$ cat src/rtl/prr_pkg.sv
// shared types, constants and codes of the polyphase rational resampler
package prr_pkg;

    // field widths of the stream items and registers
    localparam int SAMPLE_W   = 16;
    localparam int COEF_W     = 18;
    localparam int CIDX_W     = 10;
    localparam int FACT_W     = 5;
    localparam int HALF_W     = 9;
    localparam int CFG_W      = 9;
    localparam int COUNT_W    = 32;
    localparam int S_DATA_W   = 48;
    localparam int PROD_W     = SAMPLE_W + COEF_W;
    // default log2 of the largest tap count per output
    localparam int TAP_LOG_W  = 10;

    // defaults of the top level parameters
    localparam int COEF_DEPTH_DEF    = 1024;
    localparam int HISTORY_DEPTH_DEF = 1024;
    localparam int MAX_RATIO_DEF     = 16;

    // fixed behaviour
    localparam int MAX_RESULTS       = 16;
    localparam int HALF_LENGTH_RESET = 32;

    // register indexes
    localparam logic [1:0] REG_UP   = 2'd0;
    localparam logic [1:0] REG_DOWN = 2'd1;
    localparam logic [1:0] REG_HALF = 2'd2;

    // input item kinds
    typedef enum logic [1:0] {
        ACT_LOAD   = 2'd0,
        ACT_SAMPLE = 2'd1,
        ACT_PAD    = 2'd2,
        ACT_NONE   = 2'd3
    } action_t;

    // sequencer states
    typedef enum logic [3:0] {
        ST_IDLE,
        ST_PASS,
        ST_MUL,
        ST_DIV,
        ST_CHECK,
        ST_TAPS_A,
        ST_TAPS_B,
        ST_DRAIN,
        ST_ROUND
    } state_t;

    // controls from the sequencer to the mac pipeline
    typedef struct packed {
        logic clear;
        logic rd_valid;
    } mac_ctl_t;

endpackage

$ cat src/rtl/prr_mac.sv
// multiply, scale by the up factor, accumulate, round and saturate
module prr_mac #(
    parameter int MAX_RATIO = prr_pkg::MAX_RATIO_DEF,
    parameter int TAP_W     = prr_pkg::TAP_LOG_W,
    localparam int RATIO_W = $clog2(MAX_RATIO + 1)
) (
    input  logic                                 aclk,
    input  logic                                 aresetn,
    input  prr_pkg::mac_ctl_t                    ctl,
    input  logic signed [prr_pkg::SAMPLE_W-1:0]  x,
    input  logic signed [prr_pkg::COEF_W-1:0]    h,
    input  logic [RATIO_W-1:0]                   up,
    output logic                                 busy,
    output logic signed [prr_pkg::SAMPLE_W-1:0]  y,
    output logic                                 clip
);
    import prr_pkg::*;

    localparam int SC_W  = PROD_W + RATIO_W + 1;
    localparam int ACC_W = SC_W + TAP_W;
    localparam logic signed [ACC_W-1:0] RND_HALF = ACC_W'(65536);
    localparam logic signed [ACC_W-1:0] SAT_HI   = ACC_W'(32767);
    localparam logic signed [ACC_W-1:0] SAT_LO   = -ACC_W'(32768);

    logic signed [PROD_W-1:0] prod_reg;
    logic signed [SC_W-1:0]   sc_reg;
    logic signed [ACC_W-1:0]  acc_reg;
    logic                     p_v_reg;
    logic                     s_v_reg;
    logic signed [ACC_W-1:0]  rnd;
    logic signed [ACC_W-1:0]  q;

    // stage valids
    always_ff @(posedge aclk) begin
        if (!aresetn) begin
            p_v_reg <= 1'b0;
            s_v_reg <= 1'b0;
        end else begin
            p_v_reg <= ctl.rd_valid;
            s_v_reg <= p_v_reg;
        end
    end

    // product, scaled product, accumulator
    always_ff @(posedge aclk) begin
        prod_reg <= PROD_W'(x) * PROD_W'(h);
        sc_reg   <= SC_W'(prod_reg) * SC_W'($signed({1'b0, up}));
        if (ctl.clear) begin
            acc_reg <= '0;
        end else if (s_v_reg) begin
            acc_reg <= acc_reg + {{(ACC_W-SC_W){sc_reg[SC_W-1]}}, sc_reg};
        end
    end

    assign busy = p_v_reg | s_v_reg;

    // round half up at bit 17, then saturate
    always_comb begin
        rnd = acc_reg + RND_HALF;
        q   = rnd >>> 17;
        if (q > SAT_HI) begin
            y    = SAT_HI[SAMPLE_W-1:0];
            clip = 1'b1;
        end else if (q < SAT_LO) begin
            y    = SAT_LO[SAMPLE_W-1:0];
            clip = 1'b1;
        end else begin
            y    = q[SAMPLE_W-1:0];
            clip = 1'b0;
        end
    end

endmodule

$ cat config.mk
export PLATFORM = sky130hd
export DESIGN_NAME = prr_mac
export DESIGN_NICKNAME = d
export VERILOG_FILES = /design/src/rtl/prr_pkg.sv /design/src/rtl/prr_mac.sv
export SDC_FILE = /design/constraint.sdc
export NUM_CORES = 2
export LEC_CHECK = 0
export BUFFER_PORTS_ARGS = -buffer_cell sky130_fd_sc_hd__buf_4
export CAP_MARGIN = 20
export CORE_MARGIN = 10
export CORE_UTILIZATION = 56
export DETAILED_ROUTE_END_ITERATION = 8
export GPL_ROUTABILITY_DRIVEN = 0
export GPL_TIMING_DRIVEN = 1
export MAX_ROUTING_LAYER = met4
export PLACE_DENSITY_LB_ADDON = 0.25
export SKIP_LAST_GASP = 1
export SLEW_MARGIN = 10
export SYNTH_ARGS = -nofsm -noshare
export SYNTH_HDL_FRONTEND = slang
export SYNTH_SLANG_ARGS = --single-unit
$ cat constraint.sdc
create_clock -name aclk -period 16.9 [get_ports aclk]
set_input_delay 1.69 -clock aclk [delete_from_list [all_inputs] [get_ports aclk]]
set_output_delay 1.69 -clock aclk [all_outputs]
set_load 0.02 [all_outputs]
# Word level (Yosys, flattened, before mapping)
# Cells that the tools add are included.
# Widths: inputs -> output; s select.
[op_classes]
addsub = 2
muxes = 4
bitwise = 1
n_mul = 2
order_cmp = 2
[op_table]
columns = ["op", "n"]
rows = [
  ["$add 50x18->50 const B", 1],
  ["$add 50x50->50", 1],
  ["$mul 34x6->40", 1],
  ["$mul 16x18->34", 1],
  ["$gt 33x16->1 const B", 1],
  ["$lt 33x16->1 const B", 1],
  ["$mux 16", 2],
  ["$mux 1", 2],
  ["$or 1x1->1", 1],
]
[word_totals]
in_bits = 43
elab_cells = 16
out_inout_bits = 18
ff_bits = 126

# Longest topological paths before layout
[depth]
ltp_word = 4
depth_mapped = 26
depth_no_buf = 24

# Least setup slack after synthesis
# Ideal clock, no wire load.
[synth_timing]
kind = "in2reg"
start = "input x[7] (netlist name)"
end = "register prod_reg[32]"
t_required_ns = 16.780
arrival_time_ns = 7.592
setup_ns = 0.120
n_path_buf = 2
cell_stages = 25
path_slack_ns = 9.188
cell_sequence = "clkbuf_1 clkbuf_1 nand2_1 fa_1 inv_1 fa_1 inv_1 fa_1 inv_1 fa_1 fa_1 inv_1 fa_1 inv_1 ha_1 a211oi_1 o211ai_1 a211oi_1 o31ai_1 a221o_1 nand3_1 a211o_1 nor3_1 o2111a_1 a211o_1"
[synth_between]
elab_chain_cells = 1
[synth_lines]
columns = ["element", "line_no", "source"]
rows = [
  ["start, declared", "prr_mac.sv:10", "input logic signed [prr_pkg::SAMPLE_W-1:0] x,"],
  ["$mul 16x18->34", "prr_mac.sv:46", "prod_reg <= PROD_W'(x) * PROD_W'(h);"],
  ["end signal, assigned", "prr_mac.sv:46", ""],
  ["end, declared", "prr_mac.sv:25", "logic signed [PROD_W-1:0] prod_reg;"],
]
# Every way passes these cells.
# A chain may end at the register's enable or synchronous reset.

# Worst setup path after layout
[layout_timing]
start = "input x[1] (netlist name)"
end = "register prod_reg[33]"
# Same word-level chain as after synthesis.

==> results.toml <==
[drt]
drtPass1Iterations = 5
drc = 0
ant_nets = 0
vias = 17700
wl_per_cell_um = 15.8
wl_met2_um = 24400
wl_met3_um = 2620
drt-met1-wl_um = 22900
drtIter0Drc = 1185
avgViaCountPerCell = 5.50
drt_wl_total_um = 50800
highest_layer = "met4"

[final_layout]
drive_above_1_share_pct = 4.99
area_delta_synth_final_pct = 5.66
antennaDiodeCount = 0
nNetsFinal = 3325
largest_reg_flops = 50
final_cells = 3220
most-common-layout-cells = "inv_1, fa_1, nand2_1, and2_1, ha_1"
final_common_cell = "inv_1"

[synth]
synth_edf_count = 0
avgSynthCellArea_um2 = 8.73
netlist_area_um2 = 23500
ys_async_sr_fraction_pct = 0
synth_cell_types = 77
ys.flop_type = "dfxtp_1"
synth.yosys.warnings = 0
seq_area_frac_synth_pct = 10.7
syn_inst = 2690
synth-seq-cells = 126
syn_nets = 3340

[timing]
setup_viol = 0
tightest_slew_ns = 0.847
clock.fmax_mhz = 131
drv_slew = 0
maxSlewHeadroom_pct = 43.6
rsz0062_at_grt = "no"
fin_crit_sh_pct = 45.2
period_minus_slack_ns = 7.64
fin_hold_ws_ns = 0.460
finalClockSkew_ns = 0.00874
hold_violations = 0
setup_tns_ns = 0

[global_routing]
grt_max_degree = 60
grt_pass1_vias = 18600
grt_antenna_before_repair = 0
grt_util_all_layers_pct = 21.5
overflow = 0
grt_pass1_wl_um = 88000

[setup_path]
startpoint_type = "input port"
crit_type = "in2reg"
worst-path-max-fanout = 18
critPathLaunch = "x[1]"
rrSetupSlack_ns = 11.94
reg2reg_to = "sc_reg[34]"
r2r_start = "prod_reg[3]"
cp.required_ns = 17.22
cp-endpoint = "prod_reg[33]"
crit_path_end_kind = "flip-flop"
rr_worst_depth = 17
cp.arrival_ns = 7.96

[clocking]
numCtsBuffers = 17
cts_setup_buffers = 0
cts_sinks = 126
h-tree-depth = 4
clk_latency_ns = 0.43
clockBufferDepth = 2
cts_resized = 0
ctsRootBufferMaster = "clkbuf_16"
holdBufCountCts = 0
clkSlewWorstSetupHoldPaths_ns = 0.06
cts_tree = "built"

[min_path]
hp-start = "p_v_reg"
hold_class = "reg2reg"

[floorplanning]
start_util_pct = 57.0
io_pins = 61
die-area_um2 = 50500
die_h_um = 225
std_cell_rows = 74
core_um2 = 41200
die_w_um = 225

[job]
maxCapViolCount = 0

[placed_design]
portBuffers = 60
placed_cells = 3188
dp_hpwl_um = 42100

[run_status]
status = "completed"
through the flow:
stage	cell area, um^2	utilization (%)	setup slack [ns]
after detailed placement	24200	58.8	8.84
final	24800	60.3	9.26
after global routing	24800	60.3	8.93
after global placement	24200	58.8	9.07
after floorplan	23500	-	9.19
after CTS	24800	60.3	9.32
Yosys cell counts, types with 32 or more instances:
cell type / n / share of area (%)
and2_1: 225 / 6.0
o21ai_0: 69 / 1.5
clkbuf_1: 82 / 1.3
nor2_1: 120 / 1.9
nand3_1: 32 / 0.68
a21o_1: 53 / 1.7
mux2i_1: 38 / 1.6
ha_1: 213 / 11
inv_1: 470 / 7.5
nand2_1: 314 / 5.0
a21oi_1: 117 / 2.5
dfxtp_1: 126 / 11
xor2_1: 49 / 1.8
fa_1: 394 / 34
xnor2_1: 83 / 3.1
area by class of cell:
| class | count | area [um^2] |
|---|---|---|
| multi-input cells | 1999 | 18800 |
| inverters | 470 | 1760 |
| clock inverters | 15 | 164 |
| flip-flops and latches | 126 | 2520 |
| fillers | 3565 | 16400 |
| well taps | 532 | 666 |
| repair buffers | 61 | 458 |
| clock buffers | 17 | 425 |
worst max-delay path, stage by stage:
cell and delay, ns:
buf_4 0.21, nand2_1 0.13, inv_1 0.14, fa_1 0.42, inv_1 0.24, fa_1 0.49
inv_1 0.43, fa_1 0.50, fa_1 0.47, fa_1 0.54, inv_1 0.05, fa_1 0.52
inv_1 0.04, ha_1 0.41, nand3_1 0.18, nor3_1 0.29, o2111ai_1 0.20, a31o_2 0.30
a21oi_1 0.24, nor4_1 0.09, a311o_1 0.34
how the worst min path moves through the flow:
stage              end  cells after the start
5_1_grt        s_v_reg                      1
3_3_place_gp   s_v_reg                      1
4_1_cts        s_v_reg                      1
6_report       s_v_reg                      1
3_5_place_dp   s_v_reg                      1
2_1_floorplan  s_v_reg                      1
logic make-up (layout without fill, tap and decap cells):
family,after synthesis,count (layout),synth area share [%]
buffers and inverters,565,563,9.14
xor gates and xnor gates,132,132,4.92
AOI/OAI and AO/OA,402,402,11.4
and+or+nand+nor,820,820,17.3
adders and majority gates,607,607,44.9
muxes,38,38,1.62
DFF,126,126,10.7
metal layers:
| layer | GRT usage [%] | vias up |
|---|---|---|
| met5 | - | - |
| met4 | 5.29 | 0 |
| met2 | 36.0 | 501 |
| met3 | 2.75 | 81 |
| met1 | 27.1 | 8622 |
| li1 | - | 8519 |
Power is not shown: default switching activity piles up to over one toggle a cycle in this logic, so the estimate is an artifact.
